<file path="config.mk">
export PLATFORM = sky130hd
export DESIGN_NAME = battery_status_time_estimator
export DESIGN_NICKNAME = d
export VERILOG_FILES = /design/src/rtl/core/bste_pkg.sv /design/src/rtl/core/bste_cap.sv /design/src/rtl/core/bste_div.sv /design/src/rtl/core/battery_status_time_estimator.sv
export SDC_FILE = /design/constraint.sdc
export NUM_CORES = 2
export LEC_CHECK = 0
export CAP_MARGIN = 20
export CORE_MARGIN = 2
export CORE_UTILIZATION = 37
export DETAILED_ROUTE_END_ITERATION = 8
export DONT_BUFFER_PORTS = 1
export HOLD_SLACK_MARGIN = 0.08
export PLACE_DENSITY = 0.59
export SLEW_MARGIN = 20
export SYNTH_ARGS = -nofsm -noshare
export SYNTH_HDL_FRONTEND = slang
export SYNTH_SLANG_ARGS = --single-unit
export TNS_END_PERCENT = 30
</file>
<file path="constraint.sdc">
create_clock -name clock -period 20 [get_ports clock]
set_input_delay 3 -clock clock [delete_from_list [all_inputs] [get_ports clock]]
set_output_delay 3 -clock clock [all_outputs]
set_load 0.005 [all_outputs]
</file>
<file path="src/rtl/core/bste_pkg.sv">
package bste_pkg;

   // Fixed-point reciprocal of 100: floor(x / 100) == (x * RECIP_100) >> RECIP_SHIFT
   // for x below 2**23.
   localparam int unsigned RECIP_SHIFT = 30;
   localparam logic [23:0] RECIP_100 = 24'd10737419;

   localparam logic [6:0] PCT_FULL = 7'd100;
   localparam logic [7:0] PCT_MAX = 8'd100;
   localparam logic [5:0] MIN_PER_HOUR = 6'd60;
   localparam logic [16:0] MIN_CURRENT = 17'd5;
   localparam logic [2:0] CHG_DONE = 3'd4;

   // Divider geometry: 20 quotient bits, 4 per stage.
   localparam int unsigned DIV_STEPS = 4;
   localparam int unsigned DIV_STAGES = 5;

   typedef struct packed {
      logic [7:0] soc_percent;
      logic [7:0] soh_percent;
      logic signed [15:0] battery_current;
      logic pack_detected;
      logic vbus_good;
      logic [2:0] charger_state;
   } req_type;

   typedef struct packed {
      logic reading_valid;
      logic capacity_known;
      logic is_charging;
      logic is_full;
      logic is_empty;
      logic [6:0] effective_health;
      logic [15:0] full_capacity;
      logic [15:0] remaining_capacity;
      logic [19:0] minutes_to_full;
      logic [19:0] minutes_to_empty;
   } rsp_type;

   // Derated capacity stage output
   typedef struct packed {
      req_type req;
      logic [15:0] cap;
      logic cap_known;
      logic [6:0] eff_health;
   } capo_type;

   // Sideband carried through the divider
   typedef struct packed {
      rsp_type rsp;
      logic to_full;
      logic min_on;
   } side_type;

   typedef struct packed {
      logic [21:0] rem;
      logic [19:0] low;
      logic [19:0] quo;
      logic [21:0] dvs;
      side_type side;
   } dstage_type;

   // Four restoring division steps
   function automatic dstage_type div_step(input dstage_type s);
      dstage_type o;
      logic [22:0] r;
      o = s;
      for (int i = 0; i < DIV_STEPS; i++) begin
         r = {o.rem, o.low[19]};
         o.low = {o.low[18:0], 1'b0};
         if (r >= {1'b0, o.dvs}) begin
            r = r - {1'b0, o.dvs};
            o.quo = {o.quo[18:0], 1'b1};
         end else begin
            o.quo = {o.quo[18:0], 1'b0};
         end
         o.rem = r[21:0];
      end
      return o;
   endfunction

endpackage

</file>
<file path="src/rtl/core/bste_cap.sv">
module bste_cap (
   input  logic clock,
   input  logic reset,
   input  logic in_valid,
   input  bste_pkg::req_type in_req,
   input  logic [15:0] rated,
   output logic out_valid,
   output bste_pkg::capo_type out_cap
);

   logic v1_ff, v2_ff, v3_ff;
   bste_pkg::req_type req1_ff, req2_ff, req3_ff;
   logic [15:0] rated1_ff, rated2_ff, rated3_ff;
   logic hok2_ff, hok3_ff;
   logic [6:0] eh2_ff, eh3_ff;
   logic [22:0] prod2_ff;
   logic [46:0] recip3_ff;
   logic hok1;
   logic [6:0] eh1;
   logic [15:0] quot3;

   // stage 1 health check
   assign hok1 = (req1_ff.soh_percent != 8'd0) &&
                 (req1_ff.soh_percent <= bste_pkg::PCT_MAX);
   assign eh1 = hok1 ? req1_ff.soh_percent[6:0] : bste_pkg::PCT_FULL;

   // valid pipe
   always_ff @(posedge clock) begin
      if (reset) begin
         v1_ff <= 1'b0;
         v2_ff <= 1'b0;
         v3_ff <= 1'b0;
      end else begin
         v1_ff <= in_valid;
         v2_ff <= v1_ff;
         v3_ff <= v2_ff;
      end
   end

   // payload: capture, rated*health, then reciprocal multiply
   always_ff @(posedge clock) begin
      req1_ff <= in_req;
      rated1_ff <= rated;
      req2_ff <= req1_ff;
      rated2_ff <= rated1_ff;
      hok2_ff <= hok1;
      eh2_ff <= eh1;
      prod2_ff <= 23'(rated1_ff * eh1);
      req3_ff <= req2_ff;
      rated3_ff <= rated2_ff;
      hok3_ff <= hok2_ff;
      eh3_ff <= eh2_ff;
      recip3_ff <= 47'(prod2_ff * bste_pkg::RECIP_100);
   end

   assign quot3 = recip3_ff[45:30];

   // usable capacity select
   always_comb begin
      out_cap.req = req3_ff;
      out_cap.eff_health = eh3_ff;
      out_cap.cap_known = (rated3_ff != 16'd0);
      if (rated3_ff == 16'd0) begin
         out_cap.cap = 16'd0;
      end else if (!hok3_ff) begin
         out_cap.cap = rated3_ff;
      end else if (quot3 == 16'd0) begin
         out_cap.cap = 16'd1;
      end else begin
         out_cap.cap = quot3;
      end
   end
   assign out_valid = v3_ff;

endmodule

</file>
<file path="src/rtl/core/bste_div.sv">
module bste_div (
   input  logic clock,
   input  logic reset,
   input  logic in_valid,
   input  logic [28:0] num,
   input  logic [21:0] dvs,
   input  bste_pkg::side_type in_side,
   output logic out_valid,
   output logic [19:0] quo,
   output bste_pkg::side_type out_side
);

   bste_pkg::dstage_type stg_ff [bste_pkg::DIV_STAGES];
   logic v_ff [bste_pkg::DIV_STAGES];
   bste_pkg::dstage_type first;

   // high numerator bits preload the remainder
   always_comb begin
      first.rem = {13'd0, num[28:20]};
      first.low = num[19:0];
      first.quo = 20'd0;
      first.dvs = dvs;
      first.side = in_side;
   end

   for (genvar k = 0; k < bste_pkg::DIV_STAGES; k++) begin : g_stage
      if (k == 0) begin : g_first
         always_ff @(posedge clock) begin
            if (reset) begin
               v_ff[k] <= 1'b0;
            end else begin
               v_ff[k] <= in_valid;
            end
         end
         always_ff @(posedge clock) begin
            stg_ff[k] <= bste_pkg::div_step(first);
         end
      end else begin : g_rest
         always_ff @(posedge clock) begin
            if (reset) begin
               v_ff[k] <= 1'b0;
            end else begin
               v_ff[k] <= v_ff[k-1];
            end
         end
         always_ff @(posedge clock) begin
            stg_ff[k] <= bste_pkg::div_step(stg_ff[k-1]);
         end
      end
   end

   assign out_valid = v_ff[bste_pkg::DIV_STAGES-1];
   assign quo = stg_ff[bste_pkg::DIV_STAGES-1].quo;
   assign out_side = stg_ff[bste_pkg::DIV_STAGES-1].side;

endmodule

</file>
<file path="src/rtl/core/battery_status_time_estimator.sv">
// Battery status and time estimator.
// Request channel: drive req_data and pulse start; a transaction is taken on
// any edge with start high and busy low. busy is always low, so one reading
// can enter every cycle.
// Config channel: csr_data is the rated capacity in mAh, written when
// csr_valid and csr_ready are high; csr_ready is always high. Write it only
// while no readings are in flight.
// Response channel: rsp_valid strobes for one cycle with rsp_data; the
// receiver must take it then, as it cannot stall the pipeline.
// From accept to strobe, registered stages first derive the usable
// capacity (health multiply, reciprocal divide by 100), then form the
// remaining capacity and the minute-estimate operands, and last run the
// restoring divider at four quotient bits per stage.
// Throughput is one reading per cycle.
// Synchronous reset clears all valid bits and sets rated capacity to 0;
// readings in flight at reset are dropped.
module battery_status_time_estimator (
   input  logic clock,
   input  logic reset,
   input  logic start,
   output logic busy,
   input  bste_pkg::req_type req_data,
   output logic rsp_valid,
   output bste_pkg::rsp_type rsp_data,
   input  logic csr_valid,
   output logic csr_ready,
   input  logic [15:0] csr_data
);

   logic [15:0] rated_ff;
   logic cv;
   bste_pkg::capo_type co;

   logic v4_ff, v5_ff;
   bste_pkg::capo_type c4_ff, c5_ff;
   logic chg4_ff, chg5_ff, mlow4_ff, mlow5_ff;
   logic [22:0] mp4_ff;
   logic [28:0] num4_ff, num5_ff;
   logic [21:0] d4_ff, d5_ff;
   logic [46:0] rc5_ff;

   logic [16:0] mag;
   logic chg;
   logic [6:0] remp;
   logic [12:0] rem60;
   bste_pkg::side_type side5;
   logic dv;
   logic [19:0] dq;
   bste_pkg::side_type dside;

   assign busy = 1'b0;
   assign csr_ready = 1'b1;

   // rated capacity register
   always_ff @(posedge clock) begin
      if (reset) begin
         rated_ff <= 16'd0;
      end else if (csr_valid && csr_ready) begin
         rated_ff <= csr_data;
      end
   end

   bste_cap u_cap (
      .clock(clock),
      .reset(reset),
      .in_valid(start && !busy),
      .in_req(req_data),
      .rated(rated_ff),
      .out_valid(cv),
      .out_cap(co)
   );

   // stage 4 operands
   assign mag = co.req.battery_current[15] ?
                17'(17'h10000 - {1'b0, co.req.battery_current}) :
                {1'b0, co.req.battery_current};
   assign chg = co.req.pack_detected && co.req.vbus_good &&
                (co.req.charger_state <= bste_pkg::CHG_DONE);
   assign remp = chg ? 7'(bste_pkg::PCT_FULL - co.req.soc_percent[6:0]) :
                 co.req.soc_percent[6:0];
   assign rem60 = 13'(remp * bste_pkg::MIN_PER_HOUR);

   always_ff @(posedge clock) begin
      if (reset) begin
         v4_ff <= 1'b0;
         v5_ff <= 1'b0;
      end else begin
         v4_ff <= cv;
         v5_ff <= v4_ff;
      end
   end

   always_ff @(posedge clock) begin
      c4_ff <= co;
      chg4_ff <= chg;
      mlow4_ff <= (mag < bste_pkg::MIN_CURRENT);
      mp4_ff <= 23'(co.cap * co.req.soc_percent[6:0]);
      num4_ff <= 29'(co.cap * rem60);
      d4_ff <= 22'(mag * bste_pkg::PCT_FULL);
      c5_ff <= c4_ff;
      chg5_ff <= chg4_ff;
      mlow5_ff <= mlow4_ff;
      num5_ff <= num4_ff;
      d5_ff <= d4_ff;
      rc5_ff <= 47'(mp4_ff * bste_pkg::RECIP_100);
   end

   // response fields, invalid readings forced to zero
   always_comb begin
      side5 = '0;
      if (c5_ff.req.soc_percent <= bste_pkg::PCT_MAX) begin
         side5.rsp.reading_valid = 1'b1;
         side5.rsp.capacity_known = c5_ff.cap_known;
         side5.rsp.is_charging = chg5_ff;
         side5.rsp.is_full = (c5_ff.req.charger_state == bste_pkg::CHG_DONE) ||
                             (c5_ff.req.soc_percent == bste_pkg::PCT_MAX);
         side5.rsp.is_empty = c5_ff.req.pack_detected &&
                              (c5_ff.req.soc_percent == 8'd0);
         side5.rsp.effective_health = c5_ff.eff_health;
         side5.rsp.full_capacity = c5_ff.cap;
         side5.rsp.remaining_capacity = rc5_ff[45:30];
         side5.to_full = chg5_ff;
         side5.min_on = c5_ff.cap_known && !mlow5_ff;
      end
   end

   bste_div u_div (
      .clock(clock),
      .reset(reset),
      .in_valid(v5_ff),
      .num(num5_ff),
      .dvs(d5_ff),
      .in_side(side5),
      .out_valid(dv),
      .quo(dq),
      .out_side(dside)
   );

   // route the estimate to the proper minute field
   always_comb begin
      rsp_data = dside.rsp;
      rsp_data.minutes_to_full = (dside.min_on && dside.to_full) ? dq : 20'd0;
      rsp_data.minutes_to_empty = (dside.min_on && !dside.to_full) ? dq : 20'd0;
   end
   assign rsp_valid = dv;

endmodule

</file>
==> summary.md <==
| Metric | Value |
|---|---|
| Required time worst endpoint | 20.57 ns |
| CP arrival | 14.24 ns |
| HP Class | reg2reg |
| Most used flip-flop cell after synthesis | dfxtp_1 |
| Buf+Inv Stages, Crit Path | 7 |
| Avg WL per Cell | 17.3 µm |
| Grt peak-use layer | met2 |
| Total GRT Usage | 17.6% |
| Share of cells above drive strength 1 | 5.97% |
| Via count | 51,400 |
| # IOs | 144 |
| Synth top area share | 25.0% |
| Placement Rows | 163 |
| Met2 Resource Use GR | 29.7% |
| Antenna Nets Post-Route | 0 |
| Area of the multi-input gates | 49,800 µm² |
| Ys Warns | 0 |
| I/O Buffers | 0 |
| First-pass GRT wire length | 287 mm |
| Worst-margin pin slew | 0.967 ns |
| Clock sinks | 917 |
| CTS resizes | 0 |
| Setup CP Type | reg2reg |
| Worst path top cell family by delay | compound AO/OA/AOI/OAI gates |
| Total of max-cap violations | 0 |
| Skew-Pair Late Insertion Delay | 0.76 ns |
| Critical Path End Type | flop |
| Core Region | 197,000 µm² |
| Initial DRC Count | 2,693 |
| Area Overhead vs Synth | 9.03% |
| Worst Skew | 0.0774 ns |
| DRT Wirelength | 178 mm |
| Die height | 449 µm |
| M1 GR Usage | 23.1% |
| Top cells by count, synth | 1,166 x inv_1, 1,083 x ha_1, 917 x dfxtp_1 |
| Rel. slew slack | 34.6% |
| Slowest-stage cell, CP | and2_1 |
| Final setup viols | 0 |
| Setup crit start kind | flop |
| Largest stage delay on the critical path | 0.55 ns |
| Status | finished clean |
| Number of synthesized flops with an enable pin | 0 |
| Leading area contributor after synthesis | dfxtp_1 |
| TritonCTS clock tree | built |
| Final Max Tran Viols | 0 |
| Unrepaired setup endpoints after global routing | false |
| Pre-antenna DRT Iters | 6 |
| Critical path peak fanout | 29 |
| Initial antenna violation count | 15 |
| Clock period minus worst slack | 13.66 ns |
| CTS buffer count | 104 |
| FFs w/ async S/R, synth | 0% |
| Clk root buf | clkbuf_16 |
| DRC | 0 |
| Post-Syn Area | 73,300 µm² |
| Die area | 202,000 µm² |
| CTS max path bufs | 3 |
| Placer Congestion | 0.914 |
| Reg clk slew, reported paths | 0.06 ns |
| Post-Syn Instances | 7,534 |
| Vias in the first global route | 53,400 |
| Seq. cell area | 18,400 µm² |
| Fill cell count | 19,200 |
| Most frequent cell after synthesis | inv_1 |
| Yosys reg bits | 917 |
| Starting density of the core | 37.2% |
| Die X | 449 µm |
| DP HPWL | 148 mm |
| Grt total ovfl | 0 |
| H-tree levels | 3 |
| Final Cycle Share | 68.3% |
| Syn avg cell area | 9.73 µm² |
| GR Util met3 | 2.72% |
| Post-CTS Repair Setup Buffers | 0 |
| Vias/cell | 5.01 |
| Hold buffers post-CTS | 0 |
| Fmax | 73.2 MHz |
| Area contributors post-synth | dfxtp_1 25%, fa_1 19%, ha_1 18% |
| Final nets | 9,353 |
| Pin count of the biggest net entering global routing | 52 |
| Seq/Total Area, Yosys | 25.0% |
| Setup TNS | 0 ns |
| Fin. Hold Viols | 0 |
| Synth cell types | 87 |
==> final timing paths <==
path	slack (ns)	cells after the start	to	startpoint
max	6.34	50	u_div.stg_ff[0][646]$_DFF_P_	u_div.stg_ff[0][421]$_DFF_P_
min	0.29	0	u_div.stg_ff[0][561]$_DFF_P_	u_div.stg_ff[0][395]$_DFF_P_
max reg2reg	6.34	50	u_div.stg_ff[0][646]$_DFF_P_	u_div.stg_ff[0][421]$_DFF_P_
min reg2reg	0.29	0	u_div.stg_ff[0][561]$_DFF_P_	u_div.stg_ff[0][395]$_DFF_P_
==> registers in the layout, summed over array words and instances, names as in the netlist, 16 cells and up <==
name and cells:
num5_ff 26, u_cap.recip3_ff 16, c4_ff 36, u_cap.req1_ff 37, u_cap.req2_ff 29, u_cap.rated2_ff 16
num4_ff 26, u_cap.prod2_ff 23, d4_ff 20, mp4_ff 23, rated_ff 16, u_cap.rated3_ff 16
u_cap.out_cap 29, rc5_ff 17, c5_ff 36, u_div.stg_ff 485, u_cap.rated1_ff 16, d5_ff 20
==> logic make-up after synthesis <==
| group | after synthesis | synth area share [%] |
|---|---|---|
| fa+ha+maj | 1778 | 37.4 |
| simple gates | 1586 | 10.6 |
| buf+inv | 1347 | 7.18 |
| compound gates | 1216 | 10.7 |
| flops | 917 | 25.0 |
| xor+xnor | 425 | 5.08 |
| mux | 263 | 3.97 |
| other cells | 2 | 0.0102 |
==> layer usage <==
metal  share of wire [%]  wire length [µm]
met5               0.021                38
met3                 4.6              8160
met1                  45             80700
met2                  47             83700
met4                 3.0              5280
==> worst reg2reg max path: cells and delay by family, from the launching register on <==
kind / cells / cell delay (ns)
fa+ha+maj: 4 / 1.30
flops: 1 / 0.46
mux: 3 / 0.91
buf+inv: 7 / 1.54
simple gates: 6 / 1.30
compound gates: 30 / 7.96
==> stage by stage <==
stage	cell area [µm²]	hold WS, ns	std cells	worst slack [ns]	util [%]
floorplan	73300	0.310	7536	9.07	-
finish	80000	0.290	10300	6.34	40.5
detailed placement	76200	0.312	10100	6.51	38.6
CTS	79900	0.288	10200	6.39	40.5
global placement	76200	0.310	10100	6.91	38.6
global route	80000	0.301	10300	5.09	40.5
==> final cells by class <==
type	count	area share [%]
Tap cell	2640	4.13
Clock inverter	57	1.12
Sequential cell	917	23.0
Clock buffer	138	3.56
Antenna cell	5	0.0156
Inverter	1174	5.52
Timing Repair Buffer	49	0.460
Multi-Input combinational cell	5272	62.2
==> layout by cell type, fill, tap and decap left out, drive strengths merged, types with 33 or more instances in the layout <==
cell,instances
mux2,197
ha,1083
nand4,68
a21o,190
or3,39
o21a,64
and3,84
o21ai,245
nand2,477
and2,105
inv,1188
dfxtp,917
mux2i,66
xor2,119
clkbuf,138
xnor2,306
nand3,76
nor3,99
a211oi,33
nand2b,46
buf,49
a31oi,34
nor2b,117
a21oi,345
fa,695
nor2,365
o21bai,65
Power is left out: the tool's default activity adds up to more than one toggle a clock period on the data nets, which glitch-free logic cannot reach.
